==> config.mk <==
export PLATFORM = sky130hd
export DESIGN_NAME = introsort_engine
export DESIGN_NICKNAME = d
export VERILOG_FILES = /design/src/hdl/isort_pkg.sv /design/src/hdl/isort_front.sv /design/src/hdl/isort_core.sv /design/src/hdl/introsort_engine.sv
export SDC_FILE = /design/constraint.sdc
export NUM_CORES = 2
export LEC_CHECK = 0
export BUFFER_PORTS_ARGS = -buffer_cell sky130_fd_sc_hd__buf_2
export CORE_MARGIN = 1.5
export CORE_UTILIZATION = 31
export DETAILED_ROUTE_END_ITERATION = 10
export PLACE_DENSITY = 0.51
export SLEW_MARGIN = 20
export SYNTH_ARGS = -nofsm -noshare
export SYNTH_HDL_FRONTEND = slang
export SYNTH_SLANG_ARGS = --single-unit
==> constraint.sdc <==
create_clock -name clk -period 12.1 [get_ports clk]
set_input_delay 0 -clock clk [delete_from_list [all_inputs] [get_ports clk]]
set_output_delay 0 -clock clk [all_outputs]
set_load 0.01 [all_outputs]
==> src/hdl/isort_pkg.sv <==
package isort_pkg;

    typedef struct packed {
        logic signed [31:0] value;
        logic               last;
    } in_item_t;

    typedef struct packed {
        logic signed [31:0] sorted_value;
        logic               end_of_run;
        logic               dropped;
    } out_item_t;

    // Load-side command to the sort core
    typedef struct packed {
        logic        wr;
        logic [6:0]  addr;
        logic [31:0] data;
        logic        last;
        logic        drop;
    } cmd_t;

    localparam int StackDepth = 16;

    function automatic logic [3:0] depth_lookup(input logic [6:0] n);
        logic [3:0] d;
        begin
            if (n < 7'd2)       d = 4'd0;
            else if (n < 7'd3)  d = 4'd1;
            else if (n < 7'd5)  d = 4'd2;
            else if (n < 7'd8)  d = 4'd3;
            else if (n < 7'd13) d = 4'd4;
            else if (n < 7'd21) d = 4'd5;
            else if (n < 7'd34) d = 4'd6;
            else if (n < 7'd55) d = 4'd7;
            else                d = 4'd8;
            return d;
        end
    endfunction

endpackage

==> src/hdl/isort_front.sv <==
module isort_front #(
    parameter int MAX_ITEMS = 64
) (
    input  logic              clk,
    input  logic              rst_n,
    input  isort_pkg::in_item_t in_item,
    input  logic              in_valid,
    output logic              in_stall,
    output isort_pkg::cmd_t   q_data,
    output logic              q_valid,
    input  logic              q_stall
);
    import isort_pkg::*;

    logic [6:0] count_reg, count_next;
    logic       ovf_reg, ovf_next;
    cmd_t       cmd_reg, cmd_next;
    logic       cv_reg, cv_next;
    logic       take;

    assign in_stall = cv_reg && q_stall;
    assign take     = in_valid && !in_stall;
    assign q_data   = cmd_reg;
    assign q_valid  = cv_reg;

    always_comb
    begin
        count_next = count_reg;
        ovf_next   = ovf_reg;
        cmd_next   = cmd_reg;
        cv_next    = cv_reg && q_stall;
        if (take)
        begin
            cv_next       = 1'b1;
            cmd_next.addr = count_reg;
            cmd_next.data = in_item.value;
            cmd_next.last = in_item.last;
            cmd_next.wr   = (count_reg < 7'(MAX_ITEMS));
            cmd_next.drop = ovf_reg || (count_reg >= 7'(MAX_ITEMS));
            if (count_reg < 7'(MAX_ITEMS))
                count_next = count_reg + 7'd1;
            else
                ovf_next = 1'b1;
            if (in_item.last)
            begin
                count_next = 7'd0;
                ovf_next   = 1'b0;
            end
        end
    end

    always_ff @(posedge clk or negedge rst_n)
    begin
        if (!rst_n)
        begin
            count_reg <= 7'd0;
            ovf_reg   <= 1'b0;
            cv_reg    <= 1'b0;
        end
        else
        begin
            count_reg <= count_next;
            ovf_reg   <= ovf_next;
            cv_reg    <= cv_next;
        end
    end

    always_ff @(posedge clk)
    begin
        cmd_reg <= cmd_next;
    end

endmodule

==> src/hdl/isort_core.sv <==
module isort_core #(
    parameter int MAX_ITEMS         = 64,
    parameter int SMALL_RANGE_LIMIT = 16
) (
    input  logic                 clk,
    input  logic                 rst_n,
    input  isort_pkg::cmd_t      q_data,
    input  logic                 q_valid,
    output logic                 q_stall,
    output isort_pkg::out_item_t out_item,
    output logic                 out_valid,
    input  logic                 out_stall,
    output logic                 busy
);
    import isort_pkg::*;

    localparam int AW = (MAX_ITEMS > 1) ? $clog2(MAX_ITEMS) : 1;

    localparam logic [4:0] S_LOAD  = 5'd0;
    localparam logic [4:0] S_POP   = 5'd1;
    localparam logic [4:0] S_RDA   = 5'd2;
    localparam logic [4:0] S_RDB   = 5'd3;
    localparam logic [4:0] S_WR    = 5'd4;
    localparam logic [4:0] S_DISP  = 5'd5;
    localparam logic [4:0] S_INSO  = 5'd6;
    localparam logic [4:0] S_INSI  = 5'd7;
    localparam logic [4:0] S_MED   = 5'd8;
    localparam logic [4:0] S_PSET  = 5'd9;
    localparam logic [4:0] S_PLOOP = 5'd10;
    localparam logic [4:0] S_PEND  = 5'd11;
    localparam logic [4:0] S_HUP   = 5'd12;
    localparam logic [4:0] S_HUPC  = 5'd13;
    localparam logic [4:0] S_HDN   = 5'd14;
    localparam logic [4:0] S_HDNI  = 5'd15;
    localparam logic [4:0] S_HDNC  = 5'd16;
    localparam logic [4:0] S_HCMP  = 5'd17;
    localparam logic [4:0] S_EMIT  = 5'd18;
    localparam logic [4:0] S_EWAIT = 5'd19;
    localparam logic [4:0] S_PUSH2 = 5'd20;
    localparam logic [4:0] S_INSW  = 5'd21;
    localparam logic [4:0] S_MED2  = 5'd22;
    localparam logic [4:0] S_HSEL  = 5'd23;

    // element memory, one write port and one read port: read registered
    logic signed [31:0] mem [MAX_ITEMS];
    logic signed [31:0] rd_reg;
    logic [AW-1:0]      ra;
    logic               we;
    logic [AW-1:0]      wa;
    logic signed [31:0] wd;

    always_ff @(posedge clk)
    begin
        if (we)
            mem[wa] <= wd;
        rd_reg <= mem[ra];
    end

    logic [17:0] stk [StackDepth];
    logic        sp_we;
    logic [3:0]  sp_wa;
    logic [17:0] sp_wd;

    always_ff @(posedge clk)
    begin
        if (sp_we)
            stk[sp_wa] <= sp_wd;
    end

    logic [4:0]  st_reg, st_next, ret_reg, ret_next;
    logic [4:0]  sp_reg, sp_next;
    logic [6:0]  n_reg, n_next;
    logic        drop_reg, drop_next;
    logic [6:0]  lo_reg, lo_next, hi_reg, hi_next;
    logic [3:0]  dp_reg, dp_next;
    logic [6:0]  i_reg, i_next, j_reg, j_next, p_reg, p_next, k_reg, k_next;
    logic [6:0]  a_reg, a_next, b_reg, b_next;
    logic signed [31:0] x_reg, x_next, y_reg, y_next, v_reg, v_next;
    logic [1:0]  mc_reg, mc_next;
    logic [6:0]  m_reg, m_next;
    logic signed [31:0] e0_reg, e0_next, e1_reg, e1_next;
    logic [6:0]  hn_reg, hn_next;
    out_item_t   ob_reg, ob_next;
    logic        ov_reg, ov_next;
    logic [17:0] top;
    logic [6:0]  mid;

    assign top       = stk[sp_reg[3:0] - 4'd1];
    assign mid       = 7'((8'(lo_reg) + 8'(hi_reg)) >> 1);
    assign q_stall   = (st_reg != S_LOAD);
    assign out_item  = ob_reg;
    assign out_valid = ov_reg;
    assign busy      = (st_reg != S_LOAD) || ov_reg;

    always_comb
    begin
        st_next = st_reg; ret_next = ret_reg; sp_next = sp_reg;
        n_next = n_reg; drop_next = drop_reg;
        lo_next = lo_reg; hi_next = hi_reg; dp_next = dp_reg;
        i_next = i_reg; j_next = j_reg; p_next = p_reg; k_next = k_reg;
        a_next = a_reg; b_next = b_reg;
        x_next = x_reg; y_next = y_reg; v_next = v_reg;
        mc_next = mc_reg; m_next = m_reg; e0_next = e0_reg; e1_next = e1_reg;
        hn_next = hn_reg;
        ob_next = ob_reg; ov_next = ov_reg && out_stall;
        ra = '0; we = 1'b0; wa = '0; wd = '0;
        sp_we = 1'b0; sp_wa = '0; sp_wd = '0;
        unique case (st_reg)
            S_LOAD:
            begin
                if (q_valid)
                begin
                    we = q_data.wr;
                    wa = q_data.addr[AW-1:0];
                    wd = q_data.data;
                    if (q_data.last)
                    begin
                        n_next    = q_data.wr ? q_data.addr + 7'd1 : q_data.addr;
                        drop_next = q_data.drop;
                        sp_next   = 5'd0;
                        if (n_next > 7'd1)
                        begin
                            sp_we   = 1'b1;
                            sp_wa   = 4'd0;
                            sp_wd   = {depth_lookup(n_next), n_next, 7'd0};
                            sp_next = 5'd1;
                        end
                        k_next  = 7'd0;
                        st_next = S_POP;
                    end
                end
            end
            S_POP:
            begin
                if (sp_reg == 5'd0)
                begin
                    st_next = S_EMIT;
                    ra      = k_reg[AW-1:0];
                end
                else
                begin
                    sp_next = sp_reg - 5'd1;
                    lo_next = top[6:0];
                    hi_next = top[13:7];
                    dp_next = top[17:14];
                    st_next = S_DISP;
                end
            end
            S_DISP:
            begin
                if (hi_reg > n_reg || hi_reg <= lo_reg + 7'd1)
                    st_next = S_POP;
                else if (hi_reg - lo_reg < 7'(SMALL_RANGE_LIMIT))
                begin
                    i_next  = lo_reg + 7'd1;
                    st_next = S_INSO;
                end
                else if (dp_reg == 4'd0)
                begin
                    hn_next = hi_reg - lo_reg;
                    i_next  = 7'd1;
                    st_next = S_HUP;
                end
                else
                begin
                    mc_next = 2'd0;
                    ra      = lo_reg[AW-1:0];
                    st_next = S_MED;
                end
            end
            // swap a,b: read a, read b, write both; return to ret
            S_RDA:
            begin
                x_next  = rd_reg;
                ra      = b_reg[AW-1:0];
                st_next = S_RDB;
            end
            S_RDB:
            begin
                y_next  = rd_reg;
                we      = 1'b1;
                wa      = a_reg[AW-1:0];
                wd      = rd_reg;
                st_next = S_WR;
            end
            S_WR:
            begin
                we      = 1'b1;
                wa      = b_reg[AW-1:0];
                wd      = x_reg;
                st_next = ret_reg;
            end
            // insertion sort
            S_INSO:
            begin
                if (i_reg >= hi_reg)
                    st_next = S_POP;
                else
                begin
                    ra      = i_reg[AW-1:0];
                    st_next = S_INSW;
                end
            end
            S_INSW:
            begin
                v_next  = rd_reg;
                j_next  = i_reg;
                ra      = AW'(i_reg - 7'd1);
                st_next = S_INSI;
            end
            S_INSI:
            begin
                if (j_reg > lo_reg && rd_reg > v_reg)
                begin
                    we     = 1'b1;
                    wa     = j_reg[AW-1:0];
                    wd     = rd_reg;
                    j_next = j_reg - 7'd1;
                    ra     = AW'(j_reg - 7'd2);
                end
                else
                begin
                    we      = 1'b1;
                    wa      = j_reg[AW-1:0];
                    wd      = v_reg;
                    i_next  = i_reg + 7'd1;
                    st_next = S_INSO;
                end
            end
            // median of three: read lo, mid, hi-1
            S_MED:
            begin
                mc_next = mc_reg + 2'd1;
                if (mc_reg == 2'd0)
                begin
                    ra     = mid[AW-1:0];
                    e0_next = 32'sd0;
                end
                else if (mc_reg == 2'd1)
                begin
                    e0_next = rd_reg;
                    ra      = AW'(hi_reg - 7'd1);
                end
                else
                begin
                    e1_next = rd_reg;
                    st_next = S_MED2;
                end
                if (mc_reg == 2'd0)
                    x_next = rd_reg;
            end
            S_MED2:
            begin
                if (x_reg <= e0_reg && e0_reg <= e1_reg)        m_next = mid;
                else if (x_reg <= e1_reg && e1_reg <= e0_reg)   m_next = hi_reg - 7'd1;
                else if (e0_reg <= x_reg && x_reg <= e1_reg)    m_next = lo_reg;
                else if (e0_reg <= e1_reg && e1_reg <= x_reg)   m_next = hi_reg - 7'd1;
                else if (e1_reg <= x_reg && x_reg <= e0_reg)    m_next = lo_reg;
                else                                            m_next = mid;
                a_next   = m_next;
                b_next   = hi_reg - 7'd1;
                ra       = m_next[AW-1:0];
                ret_next = S_PSET;
                st_next  = S_RDA;
            end
            S_PSET:
            begin
                v_next  = x_reg;
                p_next  = lo_reg;
                i_next  = lo_reg;
                st_next = S_PLOOP;
            end
            S_PLOOP:
            begin
                if (i_reg >= hi_reg - 7'd1)
                begin
                    a_next   = p_reg;
                    b_next   = hi_reg - 7'd1;
                    ra       = p_reg[AW-1:0];
                    ret_next = S_PEND;
                    st_next  = S_RDA;
                end
                else
                begin
                    ra      = i_reg[AW-1:0];
                    st_next = S_PUSH2;
                end
            end
            S_PUSH2:
            begin
                i_next = i_reg + 7'd1;
                if (rd_reg < v_reg)
                begin
                    a_next   = p_reg;
                    b_next   = i_reg;
                    p_next   = p_reg + 7'd1;
                    ra       = p_reg[AW-1:0];
                    ret_next = S_PLOOP;
                    st_next  = S_RDA;
                end
                else
                    st_next = S_PLOOP;
            end
            S_PEND:
            begin
                sp_next = sp_reg;
                if (hi_reg > p_reg + 7'd2)
                begin
                    sp_we   = 1'b1;
                    sp_wa   = sp_next[3:0];
                    sp_wd   = {dp_reg - 4'd1, hi_reg, p_reg + 7'd1};
                    sp_next = sp_next + 5'd1;
                end
                if (p_reg > lo_reg + 7'd1)
                begin
                    lo_next = lo_reg;
                    hi_next = p_reg;
                    dp_next = dp_reg - 4'd1;
                    st_next = S_DISP;
                end
                else
                    st_next = S_POP;
            end
            // heap build: sift up from i
            S_HUP:
            begin
                if (i_reg >= hn_reg)
                begin
                    i_next  = hn_reg;
                    st_next = S_HDN;
                end
                else
                begin
                    j_next  = i_reg;
                    st_next = S_HUPC;
                end
            end
            S_HUPC:
            begin
                if (j_reg == 7'd0)
                begin
                    i_next  = i_reg + 7'd1;
                    st_next = S_HUP;
                end
                else
                begin
                    a_next  = lo_reg + ((j_reg - 7'd1) >> 1);
                    b_next  = lo_reg + j_reg;
                    j_next  = (j_reg - 7'd1) >> 1;
                    mc_next = 2'd0;
                    ra      = AW'(lo_reg + ((j_reg - 7'd1) >> 1));
                    ret_next = S_HUPC;
                    st_next = S_HCMP;
                end
            end
            // compare a<b, swap if so, else go to ret (or break path)
            S_HCMP:
            begin
                if (mc_reg == 2'd0)
                begin
                    x_next  = rd_reg;
                    ra      = b_reg[AW-1:0];
                    mc_next = 2'd1;
                end
                else if (x_reg < rd_reg)
                begin
                    ra      = a_reg[AW-1:0];
                    st_next = S_RDA;
                end
                else if (ret_reg == S_HDNC)
                    st_next = S_HDN;
                else
                    st_next = ret_reg;
            end
            S_HDN:
            begin
                if (i_reg == 7'd0)
                    st_next = S_POP;
                else
                begin
                    i_next   = i_reg - 7'd1;
                    a_next   = lo_reg;
                    b_next   = lo_reg + i_reg - 7'd1;
                    ra       = lo_reg[AW-1:0];
                    ret_next = S_HDNI;
                    st_next  = S_RDA;
                end
            end
            S_HDNI:
            begin
                p_next  = 7'd0;
                st_next = S_HDNC;
            end
            // sift down: p is the current node, j its first child
            S_HDNC:
            begin
                j_next  = 7'((8'(p_reg) << 1) + 8'd1);
                mc_next = 2'd0;
                if (j_next >= i_reg)
                    st_next = S_HDN;
                else
                begin
                    ra      = AW'(lo_reg + j_next);
                    st_next = S_HSEL;
                end
            end
            // pick the larger child, then compare it with the current node
            S_HSEL:
            begin
                if (mc_reg == 2'd0 && j_reg + 7'd1 < i_reg)
                begin
                    e0_next = rd_reg;
                    mc_next = 2'd1;
                    ra      = AW'(lo_reg + j_reg + 7'd1);
                end
                else
                begin
                    if (mc_reg != 2'd0 && e0_reg < rd_reg)
                        m_next = j_reg + 7'd1;
                    else
                        m_next = j_reg;
                    a_next   = lo_reg + p_reg;
                    b_next   = lo_reg + m_next;
                    p_next   = m_next;
                    ra       = AW'(lo_reg + p_reg);
                    mc_next  = 2'd0;
                    ret_next = S_HDNC;
                    st_next  = S_HCMP;
                end
            end
            S_EMIT:
            begin
                if (!ov_reg || !out_stall)
                begin
                    ov_next = 1'b1;
                    ob_next.sorted_value = rd_reg;
                    ob_next.end_of_run   = (k_reg + 7'd1 == n_reg);
                    ob_next.dropped      = (k_reg + 7'd1 == n_reg) && drop_reg;
                    k_next = k_reg + 7'd1;
                    ra     = AW'(k_reg + 7'd1);
                    if (k_reg + 7'd1 >= n_reg)
                        st_next = S_LOAD;
                    else
                        st_next = S_EWAIT;
                end
                else
                    ra = k_reg[AW-1:0];
            end
            S_EWAIT:
            begin
                ra      = k_reg[AW-1:0];
                st_next = S_EMIT;
            end
            default:
                st_next = S_LOAD;
        endcase
    end

    always_ff @(posedge clk or negedge rst_n)
    begin
        if (!rst_n)
        begin
            st_reg <= S_LOAD;
            sp_reg <= 5'd0;
            ov_reg <= 1'b0;
        end
        else
        begin
            st_reg <= st_next;
            sp_reg <= sp_next;
            ov_reg <= ov_next;
        end
    end

    always_ff @(posedge clk)
    begin
        ret_reg <= ret_next; n_reg <= n_next; drop_reg <= drop_next;
        lo_reg <= lo_next; hi_reg <= hi_next; dp_reg <= dp_next;
        i_reg <= i_next; j_reg <= j_next; p_reg <= p_next; k_reg <= k_next;
        a_reg <= a_next; b_reg <= b_next;
        x_reg <= x_next; y_reg <= y_next; v_reg <= v_next;
        mc_reg <= mc_next; m_reg <= m_next; e0_reg <= e0_next; e1_reg <= e1_next;
        hn_reg <= hn_next; ob_reg <= ob_next;
    end

endmodule

==> src/hdl/introsort_engine.sv <==
// Load: one request per cycle into the element memory while the core is loading.
// Sort: each compare and swap goes through the element memory, which has one write
// port and one read port; each result is read, then put in the output register.
// After a last request one more request is taken, then input is held off
// until the final result is in the output register.
// rst_n asynchronously clears counters, state and valid flags; memories are not cleared.
module introsort_engine #(
    parameter int MAX_ITEMS         = 64,
    parameter int SMALL_RANGE_LIMIT = 16
) (
    input  logic                 clk,
    input  logic                 rst_n,
    input  isort_pkg::in_item_t  in_item,
    input  logic                 in_valid,
    output logic                 in_stall,
    output isort_pkg::out_item_t out_item,
    output logic                 out_valid,
    input  logic                 out_stall
);
    import isort_pkg::*;

    cmd_t q_data;
    logic q_valid, q_stall, busy;

    isort_front #(.MAX_ITEMS(MAX_ITEMS)) u_front (
        .clk(clk), .rst_n(rst_n),
        .in_item(in_item), .in_valid(in_valid), .in_stall(in_stall),
        .q_data(q_data), .q_valid(q_valid), .q_stall(q_stall)
    );

    isort_core #(.MAX_ITEMS(MAX_ITEMS), .SMALL_RANGE_LIMIT(SMALL_RANGE_LIMIT)) u_core (
        .clk(clk), .rst_n(rst_n),
        .q_data(q_data), .q_valid(q_valid), .q_stall(q_stall),
        .out_item(out_item), .out_valid(out_valid), .out_stall(out_stall),
        .busy(busy)
    );

    a_no_out_while_loading: assert property (@(posedge clk) disable iff (!rst_n)
        (q_valid && !q_stall) |-> !(out_valid && $past(!busy)))
        else $error("result while loading");

    a_end_on_final: assert property (@(posedge clk) disable iff (!rst_n)
        (out_valid && out_item.dropped) |-> out_item.end_of_run)
        else $error("dropped without end_of_run");
endmodule
==> flow_summary.ini <==
[power]
p_per_area_nw_per_um2 = 315.0
sw_frac_of_total_pct = 44.69
pwr-share-clk_pct = 20.8
pwr-share-seq_pct = 31.0
p_switching_mw = 18.62
ir_drop_mv = 0.3432
p_leak_nw = 46.40
combPwrFrac_pct = 48.2
p_int_mw = 23.04

[placed_design]
portBuffers = 72
dp_hpwl_mm = 237.7
place_area_sq_um = 122300
globalplace.congestion = 0.9391

[yosys]
synth-main-ff-cell = edfxtp_1
syn_area_sq_um = 114600
yosysWarnings = 0
ys_types = 101
avgSynthCellArea_sq_um = 14.69
syn_inst = 7801
ys_seq_elements = 2672
synthArstFlopShare_pct = 0.7485
seq_area_frac_synth_pct = 69.63
synth_edf_count = 2620
syn_nets = 8182

[flow_run]
drv_cap = 0

[timing]
fin_worst_skew_ns = 0.06090
fmax_mhz = 113.6
finalCritPeriodShare_pct = 72.74
setup_viol = 0
hold_viol = 0
fin_setup_tns_ns = 0
relSlewSlack_pct = 19.88
rsz0062_at_grt = false
min_period_ns = 8.801
tightest_slew_ns = 1.192
slew_violations = 0

[routing]
drtIter0Drc = 8593
drtPass1Iterations = 10
wl_per_cell_um = 29.47
wl_mm = 390.7
ant_nets = 0
vias = 72690
post_drt_via_cell_ratio = 5.482
drcViolationCount = 0

[finish]
largest_register_ffs = 2048
fin_area_sq_um = 132300
nets = 8457
drive_above_1_share_pct = 14.08
largest_register = u_core.mem
final_cell_mix = 2,620 x edfxtp_1, 1,114 x nand2_1, 516 x a21oi_1
mostFrequentLayoutCell = edfxtp_1
syn2layout_area_growth_pct = 15.37

[die]
initial_utilization_pct = 31.10
core_area_sq_um = 368600
die-area_sq_um = 373400
fp.dieH_um = 611.1
ioPinCount = 73
rows = 223
die_x_um = 611.1

[status]
outcome = finished clean

[critical_path]
crit_arrival_ns = 9.29
cpMaxStageDelayCell = o41ai_2
path_class = flip-flop to flip-flop
r2r_setup_slack_ns = 3.30
cp_cell_sequence = buf_4, inv_1, nor3_1, nand3_1, xnor2_1, ha_1, a21oi_1, o21ai_0, o21ai_0, nor3_2, and2_1, a221oi_1, o221a_2, and2_4, buf_4, buf_12, mux2i_1, o22ai_1, o41ai_2, nand4_1
r2r_start = u_core.lo_reg[3]$_DFFE_PP_
r2r_cells = 20
r2r_end = u_core.rd_reg[21]$_DFF_P_
crit_required_ns = 12.59
path_buf_inv = 4
start_kind = flip-flop
cpPeakStageDelay_ns = 0.88
path_max_fanout = 145
endpoint_kind = flip-flop
cp_top_family = compound AO/OA/AOI/OAI gates

[clocking]
cts_tree = done
htree_num_levels = 5
cts.sinks = 2672
cts_buffers = 291
clkTransAtPathRegs_ns = 0.06
clk_latency_ns = 0.90
cts-root-buf = clkbuf_16
clk_path_buf_depth = 4
ctsResizeCount = 0

[global_route]
grt-ovfl-total = 0
globalRouteTotalUtil_pct = 20.35
grt_first_pass_wirelength_mm = 545.4
grt_pass1_vias = 70360
grt_start_max_net_pins = 146
antenna_found_initial = 22

[min_path]
hold_class = primary input to flip-flop
min_from = in_item[0]
worstHoldPathCells = 3
min_to = u_front.count_reg[3]$_DFFE_PN0P_
metal layers:
metal	up-vias	GRT usage, %	share of wire, %
met4	4	6.543	3.3
met3	604	3.501	8.2
met1	37900	28.55	43
met2	3329	32.01	46
li1	30850	-	-
met5	-	0	0.0051
kinds of logic after synthesis:
group | Yosys count | share of synthesized area (%)
AOI/OAI and AO/OA | 1473 | 8.520
xor gates and xnor gates | 103 | 0.8241
adders and majority gates | 344 | 3.814
buffers and inverters | 672 | 2.598
DFF | 2672 | 69.63
muxes | 493 | 6.743
and+or+nand+nor | 2044 | 7.875
power groups by stage:
stage | clock network [mW] | registers [mW] | logic (mW)
CTS | 8.83 | 12.9 | 19.9
global placement | 0 | 13.1 | 19.7
detailed placement | 0 | 13.1 | 19.9
floorplan | 0 | 12.8 | 11.1
finish | 8.67 | 12.9 | 20.1
global route | 9.16 | 13.0 | 21.1
cells in the mapped netlist (10+ instances only):
cell type / number / area share, %
nor2b_1: 28 / 0.15
a221oi_1: 46 / 0.35
nand2b_1: 31 / 0.17
nor3_1: 86 / 0.38
xnor2_1: 72 / 0.55
a32oi_1: 66 / 0.50
o211ai_1: 13 / 0.085
nand4_1: 95 / 0.52
a31oi_1: 63 / 0.34
o221ai_1: 16 / 0.12
xor2_1: 28 / 0.21
a211oi_1: 38 / 0.25
o31ai_1: 14 / 0.092
nor4_1: 16 / 0.087
a221o_1: 26 / 0.23
a21o_1: 55 / 0.36
o22ai_1: 97 / 0.53
o2111ai_1: 10 / 0.076
a211o_1: 26 / 0.20
nand3_1: 262 / 1.1
or3_1: 21 / 0.11
buf_2: 86 / 0.38
o21ai_0: 171 / 0.75
a22oi_1: 96 / 0.63
buf_4: 34 / 0.22
o41ai_1: 25 / 0.19
dfxtp_1: 32 / 0.56
mux2i_1: 266 / 2.3
a21oi_1: 520 / 2.3
nor2_1: 237 / 0.78
ha_1: 335 / 3.7
o21a_1: 14 / 0.092
inv_1: 262 / 0.86
a222oi_1: 43 / 0.38
dfrtp_1: 20 / 0.44
a22o_1: 40 / 0.31
nand2_1: 1149 / 3.8
mux4_2: 223 / 4.4
buf_6: 25 / 0.25
clkbuf_1: 224 / 0.73
edfxtp_1: 2620 / 69
and3_1: 40 / 0.22
buf_1: 38 / 0.12
and2_1: 20 / 0.11
worst min-delay path, stage by stage:
cell           delay (ns)
dlygate4sd3_1        0.63
buf_2                0.25
a21oi_1              0.09
metrics by stage:
stage	std cells	power (mW)	util (%)	hold WS, ns	setup WS [ns]
finish	13260	41.66	35.88	0.1581	3.299
global route	13250	43.25	35.87	0.1407	3.014
CTS	13250	41.67	35.85	0.1183	3.395
detailed placement	12660	32.95	33.19	0.07408	3.391
global placement	12660	32.77	33.16	0.06213	3.013
floorplan	7801	23.99	-	-0.2956	6.629
worst max-delay path by stage:
stage                               start                          end  slack (ns)  cells past startpoint
2_1_floorplan  u_core.lo_reg[1]$_DFFE_PP_  u_core.mem[0][30]$_DFFE_PP_        6.63                     11
3_3_place_gp   u_core.lo_reg[2]$_DFFE_PP_    u_core.rd_reg[21]$_DFF_P_        3.01                     20
3_5_place_dp   u_core.lo_reg[2]$_DFFE_PP_    u_core.rd_reg[21]$_DFF_P_        3.39                     20
4_1_cts        u_core.lo_reg[2]$_DFFE_PP_    u_core.rd_reg[21]$_DFF_P_        3.39                     20
5_1_grt        u_core.lo_reg[3]$_DFFE_PP_    u_core.rd_reg[21]$_DFF_P_        3.01                     20
6_report       u_core.lo_reg[3]$_DFFE_PP_    u_core.rd_reg[21]$_DFF_P_        3.30                     20
final cells by class:
| type | instances | area, sq um |
|---|---|---|
| clock inverter | 138 | 1277 |
| multi-input combinational | 4457 | 33060 |
| timing repair buffer | 391 | 3079 |
| tap | 4950 | 6193 |
| inverter | 263 | 987.2 |
| fill | 34870 | 236300 |
| sequential | 2672 | 79820 |
| antenna | 13 | 32.53 |
| clock buffer | 375 | 7805 |
repair_timing:
item                      CTS  global route
buffers inserted            0             0
hold endpoints to repair   64             0
hold buffers               72             0
Note: power is estimated with default switching activity, not from simulation.
